File: src/rtl/sfa_pkg.sv
package sfa_pkg;

  // Longest spectrum the multiplexer sequence supports
  localparam int unsigned SEQ_LENGTH = 18;

  // Frame layout
  localparam logic [6:0] WORD_MAP_MASK = 7'h7e;
  localparam int unsigned HIGH_BYTE_SHIFT = 8;

  // Spectrum lengths per multiplexer mode
  localparam logic [1:0] SMUX_SIX      = 2'd0;
  localparam logic [1:0] SMUX_TWELVE   = 2'd1;
  localparam logic [4:0] LEN_SIX       = 5'd6;
  localparam logic [4:0] LEN_TWELVE    = (SEQ_LENGTH < 12) ? 5'(SEQ_LENGTH) : 5'd12;
  localparam logic [4:0] LEN_EIGHTEEN  = 5'(SEQ_LENGTH);

  // Register indexes (byte address 4*index)
  localparam logic [1:0] REG_FIFO_MAP    = 2'd0;
  localparam logic [1:0] REG_SMUX_MODE   = 2'd1;
  localparam logic [1:0] REG_HIGH_TARGET = 2'd2;
  localparam logic [1:0] REG_LOW_TARGET  = 2'd3;

  // Register reset values
  localparam logic [6:0]  FIFO_MAP_RST    = 7'h7f;
  localparam logic [1:0]  SMUX_MODE_RST   = 2'd2;
  localparam logic [15:0] HIGH_TARGET_RST = 16'hffff;
  localparam logic [15:0] LOW_TARGET_RST  = 16'h0000;

  // Input actions
  localparam logic ACT_DATA   = 1'b0;
  localparam logic ACT_RESYNC = 1'b1;

  // Exposure verdicts
  localparam logic [1:0] VERDICT_HOLD     = 2'd0;
  localparam logic [1:0] VERDICT_DECREASE = 2'd1;
  localparam logic [1:0] VERDICT_INCREASE = 2'd2;

  // Channel codes
  localparam logic [3:0] CH_F1  = 4'd0;
  localparam logic [3:0] CH_F2  = 4'd1;
  localparam logic [3:0] CH_Z   = 4'd2;
  localparam logic [3:0] CH_F3  = 4'd3;
  localparam logic [3:0] CH_F4  = 4'd4;
  localparam logic [3:0] CH_Y   = 4'd5;
  localparam logic [3:0] CH_F5  = 4'd6;
  localparam logic [3:0] CH_FXL = 4'd7;
  localparam logic [3:0] CH_F6  = 4'd8;
  localparam logic [3:0] CH_F7  = 4'd9;
  localparam logic [3:0] CH_F8  = 4'd10;
  localparam logic [3:0] CH_NIR = 4'd11;
  localparam logic [3:0] CH_VIS = 4'd12;
  localparam logic [3:0] CH_FD  = 4'd13;

  typedef struct packed {
    logic       action;
    logic [7:0] data_byte;
  } in_t;

  typedef struct packed {
    logic [3:0]  channel_code;
    logic [4:0]  slot_index;
    logic [15:0] sample_value;
    logic        spectrum_last;
    logic [15:0] peak_value;
    logic [3:0]  peak_channel;
    logic [1:0]  exposure_verdict;
  } out_t;

  // Spectrum progress carried between words
  typedef struct packed {
    logic [4:0]  pos;
    logic [15:0] peak;
    logic [3:0]  peak_ch;
  } spec_state_t;

  // Multiplexer sequence: three groups of six
  function automatic logic [3:0] seq_code(input logic [4:0] idx);
    logic [3:0] code;
    unique case (idx)
      5'd0:    code = CH_Z;
      5'd1:    code = CH_Y;
      5'd2:    code = CH_FXL;
      5'd3:    code = CH_NIR;
      5'd4:    code = CH_VIS;
      5'd5:    code = CH_FD;
      5'd6:    code = CH_F2;
      5'd7:    code = CH_F3;
      5'd8:    code = CH_F4;
      5'd9:    code = CH_F6;
      5'd10:   code = CH_VIS;
      5'd11:   code = CH_FD;
      5'd12:   code = CH_F1;
      5'd13:   code = CH_F7;
      5'd14:   code = CH_F8;
      5'd15:   code = CH_F5;
      5'd16:   code = CH_VIS;
      5'd17:   code = CH_FD;
      default: code = CH_F1;
    endcase
    return code;
  endfunction

endpackage

File: src/rtl/sfa_peak_unit.sv
// Tags one assembled word, tracks the spectrum maximum and forms the verdict
module sfa_peak_unit (
  input  logic [1:0]          smux_mode,
  input  logic [15:0]         high_target,
  input  logic [15:0]         low_target,
  input  logic [15:0]         word,
  input  sfa_pkg::spec_state_t cur,
  output sfa_pkg::spec_state_t nxt,
  output sfa_pkg::out_t       result,
  output logic                last
);

  logic [4:0]  len;
  logic        wrap;
  logic [4:0]  pos;
  logic [15:0] base_peak;
  logic [3:0]  base_ch;
  logic [3:0]  code;
  logic [15:0] new_peak;
  logic [3:0]  new_ch;
  logic [1:0]  verdict;

  // Spectrum length from mode; unused mode acts as full length
  always_comb begin
    unique case (smux_mode)
      sfa_pkg::SMUX_SIX:    len = sfa_pkg::LEN_SIX;
      sfa_pkg::SMUX_TWELVE: len = sfa_pkg::LEN_TWELVE;
      default:              len = sfa_pkg::LEN_EIGHTEEN;
    endcase
  end

  // Restart spectrum if a mode change left us past its end
  assign wrap      = (cur.pos >= len);
  assign pos       = wrap ? 5'd0 : cur.pos;
  assign base_peak = wrap ? 16'd0 : cur.peak;
  assign base_ch   = wrap ? 4'd0 : cur.peak_ch;
  assign code      = sfa_pkg::seq_code(pos);

  // Strict compare keeps the earlier channel on ties
  assign new_peak = (word > base_peak) ? word : base_peak;
  assign new_ch   = (word > base_peak) ? code : base_ch;

  assign last = ((pos + 5'd1) >= len);

  always_comb begin
    priority if (new_peak > high_target) begin
      verdict = sfa_pkg::VERDICT_DECREASE;
    end else if (new_peak < low_target) begin
      verdict = sfa_pkg::VERDICT_INCREASE;
    end else begin
      verdict = sfa_pkg::VERDICT_HOLD;
    end
  end

  always_comb begin
    result.channel_code     = code;
    result.slot_index       = pos;
    result.sample_value     = word;
    result.spectrum_last    = last;
    result.peak_value       = last ? new_peak : 16'd0;
    result.peak_channel     = last ? new_ch : 4'd0;
    result.exposure_verdict = last ? verdict : sfa_pkg::VERDICT_HOLD;
    if (last) begin
      nxt.pos     = 5'd0;
      nxt.peak    = 16'd0;
      nxt.peak_ch = 4'd0;
    end else begin
      nxt.pos     = pos + 5'd1;
      nxt.peak    = new_peak;
      nxt.peak_ch = new_ch;
    end
  end

endmodule

File: src/rtl/spectral_fifo_frame_assembler_core.sv
// Channel   Dir  Payload             Handshake
// in_       in   sfa_pkg::in_t       in_valid / in_ready
// out_      out  sfa_pkg::out_t      out_valid / out_ready
// cfg_      in   APB, 4-bit paddr    psel / penable, pready always high
//
// One byte per cycle while in_ready is high: each request is decoded in the cycle it is
// accepted and its word, if any, lands in the output register on that edge.
// in_ready is low only while the output register holds a result not yet taken.
// Synchronous active-low reset restores register defaults and clears progress.
// Configuration is read and written at any time; writes take effect next byte.
module spectral_fifo_frame_assembler_core (
  input  logic          clk,
  input  logic          rst_n,
  input  logic          in_valid,
  output logic          in_ready,
  input  sfa_pkg::in_t  in_data,
  output logic          out_valid,
  input  logic          out_ready,
  output sfa_pkg::out_t out_data,
  input  logic          psel,
  input  logic          penable,
  input  logic          pwrite,
  input  logic [3:0]    paddr,
  input  logic [31:0]   pwdata,
  output logic [31:0]   prdata,
  output logic          pready
);

  // Configuration registers
  logic [6:0]  fifo_map_r;
  logic [1:0]  smux_mode_r;
  logic [15:0] high_target_r;
  logic [15:0] low_target_r;

  // Frame and spectrum progress
  logic [3:0]           frame_pos_r, frame_pos_nxt;
  logic [7:0]           low_hold_r, low_hold_nxt;
  logic                 drop_r, drop_nxt;
  sfa_pkg::spec_state_t spec_r, spec_nxt;

  // Output register
  logic          out_valid_r;
  sfa_pkg::out_t out_data_r;

  logic                 in_fire;
  logic                 cfg_wr;
  logic [1:0]           reg_idx;
  logic                 status_len;
  logic [2:0]           word_cnt;
  logic [3:0]           frame_size;
  logic [3:0]           pos;
  logic [3:0]           pos_inc;
  logic                 drop_cur;
  logic                 data_byte_slot;
  logic                 high_byte;
  logic                 take;
  logic [15:0]          word;
  sfa_pkg::spec_state_t unit_nxt;
  sfa_pkg::out_t        unit_res;
  logic                 unit_last;

  assign in_ready  = !out_valid_r || out_ready;
  assign in_fire   = in_valid && in_ready;
  assign out_valid = out_valid_r;
  assign out_data  = out_data_r;
  assign pready    = 1'b1;
  assign cfg_wr    = psel && penable && pwrite;
  assign reg_idx   = paddr[3:2];

  // Register read
  always_comb begin
    unique case (reg_idx)
      sfa_pkg::REG_FIFO_MAP:    prdata = {25'd0, fifo_map_r};
      sfa_pkg::REG_SMUX_MODE:   prdata = {30'd0, smux_mode_r};
      sfa_pkg::REG_HIGH_TARGET: prdata = {16'd0, high_target_r};
      default:                  prdata = {16'd0, low_target_r};
    endcase
  end

  // Register write
  always_ff @(posedge clk) begin
    if (!rst_n) begin
      fifo_map_r    <= sfa_pkg::FIFO_MAP_RST;
      smux_mode_r   <= sfa_pkg::SMUX_MODE_RST;
      high_target_r <= sfa_pkg::HIGH_TARGET_RST;
      low_target_r  <= sfa_pkg::LOW_TARGET_RST;
    end else if (cfg_wr) begin
      unique case (reg_idx)
        sfa_pkg::REG_FIFO_MAP:    fifo_map_r    <= pwdata[6:0];
        sfa_pkg::REG_SMUX_MODE:   smux_mode_r   <= pwdata[1:0];
        sfa_pkg::REG_HIGH_TARGET: high_target_r <= pwdata[15:0];
        default:                  low_target_r  <= pwdata[15:0];
      endcase
    end
  end

  // Frame geometry from the map
  assign status_len = fifo_map_r[0];
  assign word_cnt   = 3'($countones(fifo_map_r & sfa_pkg::WORD_MAP_MASK));
  assign frame_size = {3'd0, status_len} + {word_cnt, 1'b0};

  // Byte position, restarting the frame if the map shrank under us
  assign pos            = (frame_pos_r >= frame_size) ? 4'd0 : frame_pos_r;
  assign drop_cur       = (frame_pos_r >= frame_size) ? 1'b0 : drop_r;
  assign data_byte_slot = !(status_len && (pos == 4'd0));
  assign high_byte      = pos[0] ^ status_len;
  assign pos_inc        = pos + 4'd1;
  assign word = {in_data.data_byte, low_hold_r};
  assign take = data_byte_slot && high_byte && !drop_cur;

  sfa_peak_unit u_peak (
    .smux_mode   (smux_mode_r),
    .high_target (high_target_r),
    .low_target  (low_target_r),
    .word        (word),
    .cur         (spec_r),
    .nxt         (unit_nxt),
    .result      (unit_res),
    .last        (unit_last)
  );

  // Next-state for one accepted request, data or resync
  always_comb begin
    frame_pos_nxt = frame_pos_r;
    low_hold_nxt  = low_hold_r;
    drop_nxt      = drop_r;
    spec_nxt      = spec_r;
    if (in_data.action == sfa_pkg::ACT_RESYNC) begin
      frame_pos_nxt = 4'd0;
      low_hold_nxt  = 8'd0;
      drop_nxt      = 1'b0;
      spec_nxt      = '0;
    end else if (frame_size != 4'd0) begin
      drop_nxt = drop_cur;
      if (data_byte_slot && !high_byte) begin
        low_hold_nxt = in_data.data_byte;
      end
      if (take) begin
        spec_nxt = unit_nxt;
        if (unit_last) begin
          drop_nxt = 1'b1;
        end
      end
      // End of frame clears the drop flag
      if (pos_inc >= frame_size) begin
        frame_pos_nxt = 4'd0;
        drop_nxt      = 1'b0;
      end else begin
        frame_pos_nxt = pos_inc;
      end
    end
  end

  // Progress state
  always_ff @(posedge clk) begin
    if (!rst_n) begin
      frame_pos_r <= 4'd0;
      low_hold_r  <= 8'd0;
      drop_r      <= 1'b0;
      spec_r      <= '0;
    end else if (in_fire) begin
      frame_pos_r <= frame_pos_nxt;
      low_hold_r  <= low_hold_nxt;
      drop_r      <= drop_nxt;
      spec_r      <= spec_nxt;
    end
  end

  // Result register
  always_ff @(posedge clk) begin
    if (!rst_n) begin
      out_valid_r <= 1'b0;
    end else if (in_fire && (in_data.action == sfa_pkg::ACT_DATA) &&
                 (frame_size != 4'd0) && take) begin
      out_valid_r <= 1'b1;
    end else if (out_ready) begin
      out_valid_r <= 1'b0;
    end
  end

  always_ff @(posedge clk) begin
    if (in_fire && (in_data.action == sfa_pkg::ACT_DATA) &&
        (frame_size != 4'd0) && take) begin
      out_data_r <= unit_res;
    end
  end

endmodule

File: config.mk
export PLATFORM = sky130hd
export DESIGN_NAME = spectral_fifo_frame_assembler_core
export DESIGN_NICKNAME = d
export VERILOG_FILES = /design/src/rtl/sfa_pkg.sv /design/src/rtl/sfa_peak_unit.sv /design/src/rtl/spectral_fifo_frame_assembler_core.sv
export SDC_FILE = /design/constraint.sdc
export NUM_CORES = 1
export LEC_CHECK = 0
export ABC_AREA = 1
export BUFFER_PORTS_ARGS = -buffer_cell sky130_fd_sc_hd__buf_4
export CAP_MARGIN = 10
export CORE_UTILIZATION = 40
export CTS_BUF_LIST = sky130_fd_sc_hd__clkbuf_4
export CTS_CLUSTER_DIAMETER = 120
export DETAILED_ROUTE_END_ITERATION = 10
export PLACE_DENSITY = 0.59
export SYNTH_ARGS = -nofsm -noshare
export SYNTH_HDL_FRONTEND = slang
export SYNTH_SLANG_ARGS = --single-unit
File: constraint.sdc
create_clock -name clk -period 15.4 [get_ports clk]
set_clock_uncertainty 0.05 [all_clocks]
set_input_delay 3.08 -clock clk [delete_from_list [all_inputs] [get_ports clk]]
set_output_delay 3.08 -clock clk [all_outputs]
set_load 0.03 [all_outputs]
==> flow_summary.toml <==
[run_status]
status = "completed"

[clocking]
cts_made_buffers = 17
clock-sinks = 128
cts_root_buf = "clkbuf_4"
cts_max_level = 4
path_clk_slew_ns = 0.10
post_cts_buffers = 0
cts-hold-fix-buffers = 0
cts_resized = 0
clk-insertion-delay-late_ns = 0.54
clockBufferDepth = 2
cts_tree = "yes"

[layout]
seq_area_mm2 = 0.00304
fin_cells = 1191
drive_gt1_share_pct = 19.0
multiInputGateArea_mm2 = 0.00351
post-route-util_pct = 47.4
final_common_cell = "nand2_1"
n_fill_cell = 1751
area_growth_pct = 14.3
final_cell_mix = "176 x nand2_1, 115 x inv_1, 100 x buf_4"
nets = 1077

[synthesis]
synth_area_leaders = "dfxtp_1 22%, edfxtp_1 20%, ha_1 12%, nand2_1 9.1%, inv_1 6.0%"
synthSimpleGateAreaFrac_pct = 19.5
yosysTopAreaCell = "dfxtp_1"
synth_area_mm2 = 0.00725
synth-edff-count = 48
ys_seq_area_share_pct = 42.0
synth_compound_area_share_pct = 14.7
ys_types = 48
avgSynthCellArea_um2 = 8.38
synth_top_area_share_pct = 22.1
synthCells = 866
ys_ff_latch = 128
synthAdderAreaFrac_pct = 12.7
ys_warn_count = 0
synth_xor_area_share_pct = 0.483
muxShareOfSynthArea_pct = 0
synthFlopType = "dfxtp_1"
synth_top_family_by_area = "simple AND/OR/NAND/NOR gates"
ys_async_sr_fraction_pct = 0

[critical_path]
rr_endpoint = "out_data[1]"
startpoint_type = "input pin"
cp-end-kind = "output pin"
r2r-start = "smux_mode_r[1]"
cp.required_ns = 12.27
ff2ff_setup_slack_ns = 10.22
ff2ff_path_depth = 26
cp.arrival_ns = 4.25
critPathMaxFanout = 14
worstSetupPathType = "input pin to output pin"

[routing]
drt_drc_violations_left = 0
detail_route.first_pass.iterations = 5
wl_mm = 16.7
drtIter0Drc = 297
vias = 5821
antenna_left = 0
avgRoutedWirePerCell_um = 14.0
via_per_inst = 4.89

[floorplanning]
core_area_mm2 = 0.0175
die_h_um = 137
die-area_mm2 = 0.0187
initial_utilization_pct = 41.5
io_pins = 135
fp-row-count = 48
die_x_um = 137

[global_routing]
grt_pass1_wl_mm = 27.3
grt_start_max_net_pins = 49
antenna_found_initial = 1
grt_pass1_vias = 5340
grt_remaining_overflow = 0
track_usage_pct = 19.1

[power]
intPower_uw = 474
seqPwrFrac_pct = 53.8
share_comb_of_total_power_pct = 15.6
power.switching_uw = 194
swShare_pct = 29.1
p_clk_share_pct = 30.5
max-vdd-ir-drop_mv = 0.0402
p_leak_uw = 0.00371
p_per_area_mw_per_mm2 = 80.6

[job]
maxCapViolations = 0

[sta]
relSlewSlack_pct = 22.6
setup_tns_ns = 0
layout_min_cycle_time_ns = 7.38
finalCritPeriodShare_pct = 47.9
worst_pin_slew_ns = 1.16
final-hold-violation-count = 0
rsz0062_at_grt = "false"
max_freq_ghz = 0.135
finalSetupViolCount = 0
slew_violations = 0

[placement]
gp_congestion = 0.830
port_buffers = 99
post-place-cells = 1159
dp_hpwl_mm = 12.2

[hold_path]
hold_path_depth = 2
hold_class = "flip-flop to flip-flop"
hold-path-endpoint = "spec_r[21]"
min_from = "spec_r[21]"
-- cell usage after synthesis, drive strengths merged, types with 2 or more instances --
master / n
a2111oi: 2
a211oi: 9
a21o: 2
a21oi: 76
a31oi: 3
buf: 32
clkbuf: 15
conb: 2
dfxtp: 80
edfxtp: 48
fa: 3
ha: 69
inv: 125
nand2: 194
nand3: 41
nand4: 9
nor2: 60
nor3: 4
nor4: 2
o211ai: 18
o21a: 4
o21ai: 41
o21bai: 2
o221ai: 6
o22ai: 10
xnor2: 2
xor2: 2
-- cells by family after synthesis --
family | count (synthesis)
buffers and inverters | 173
XOR/XNOR | 4
other | 2
adder cells (fa/ha/maj) | 72
flip-flops | 128
AND/OR/NAND/NOR | 312
AO/OA/AOI/OAI | 175
-- worst max-delay path by stage --
stage / startpoint / endpoint / slack [ns] / cells past startpoint
after floorplan: paddr[3] / prdata[2] / 8.08 / 5
after global placement: paddr[3] / prdata[3] / 8.02 / 6
after detailed placement: paddr[3] / prdata[3] / 8.03 / 6
after CTS: paddr[3] / prdata[3] / 8.03 / 6
after global routing: paddr[3] / prdata[3] / 7.92 / 6
final: paddr[3] / prdata[3] / 8.02 / 6
-- power by group through the flow --
stage	combinational (µW)	clock, µW	sequential [µW]
after detailed placement	104	0	367
after global routing	118	225	360
after global placement	103	0	367
after CTS	105	211	360
final	104	204	360
after floorplan	73.5	0	369
-- stage by stage --
stage               hold WS, ns  instance area (µm²)  setup WS, ns  power, µW
detailed placement        0.408                 8060          8.03        472
global placement          0.400                 8060          8.02        471
CTS                       0.424                 8290          8.03        676
global route              0.446                 8290          7.92        703
floorplan                 0.381                 7310          8.08        443
finish                    0.422                 8290          8.02        668
-- worst max-delay path, cell delays in order --
cell and delay (ns):
buf_4 0.10, inv_1 0.06, nor2_1 0.23, inv_1 0.28, o221ai_1 0.29, buf_4 0.21
-- sequential cells by signal, indices dropped and copies added (netlist names) --
register / flops
out_data: 48
low_hold_r: 8
drop_r: 1
frame_pos_r: 4
fifo_map_r: 7
smux_mode_r: 2
low_target_r: 16
spec_r: 25
high_target_r: 16
out_valid: 1
-- final cells by class --
| cell class | count | area share, % |
|---|---|---|
| Clock buffer | 21 | 1.90 |
| Clock inverter | 10 | 0.860 |
| Antenna cell | 1 | 0.0302 |
| Tap cell | 225 | 3.40 |
| Inverter | 126 | 5.70 |
| Timing Repair Buffer | 100 | 9.06 |
| Sequential cell | 128 | 36.7 |
| Multi-Input combinational cell | 580 | 42.3 |
-- layer usage --
layer / vias up / part of all wire (%) / track usage [%]
li1: 3031 / - / -
met1: 2636 / 51 / 27.1
met2: 137 / 43 / 28.8
met3: 17 / 4.8 / 3.74
met4: 0 / 1.6 / 6.48
met5: - / 0 / 0
(Power assumes the default switching activity.)
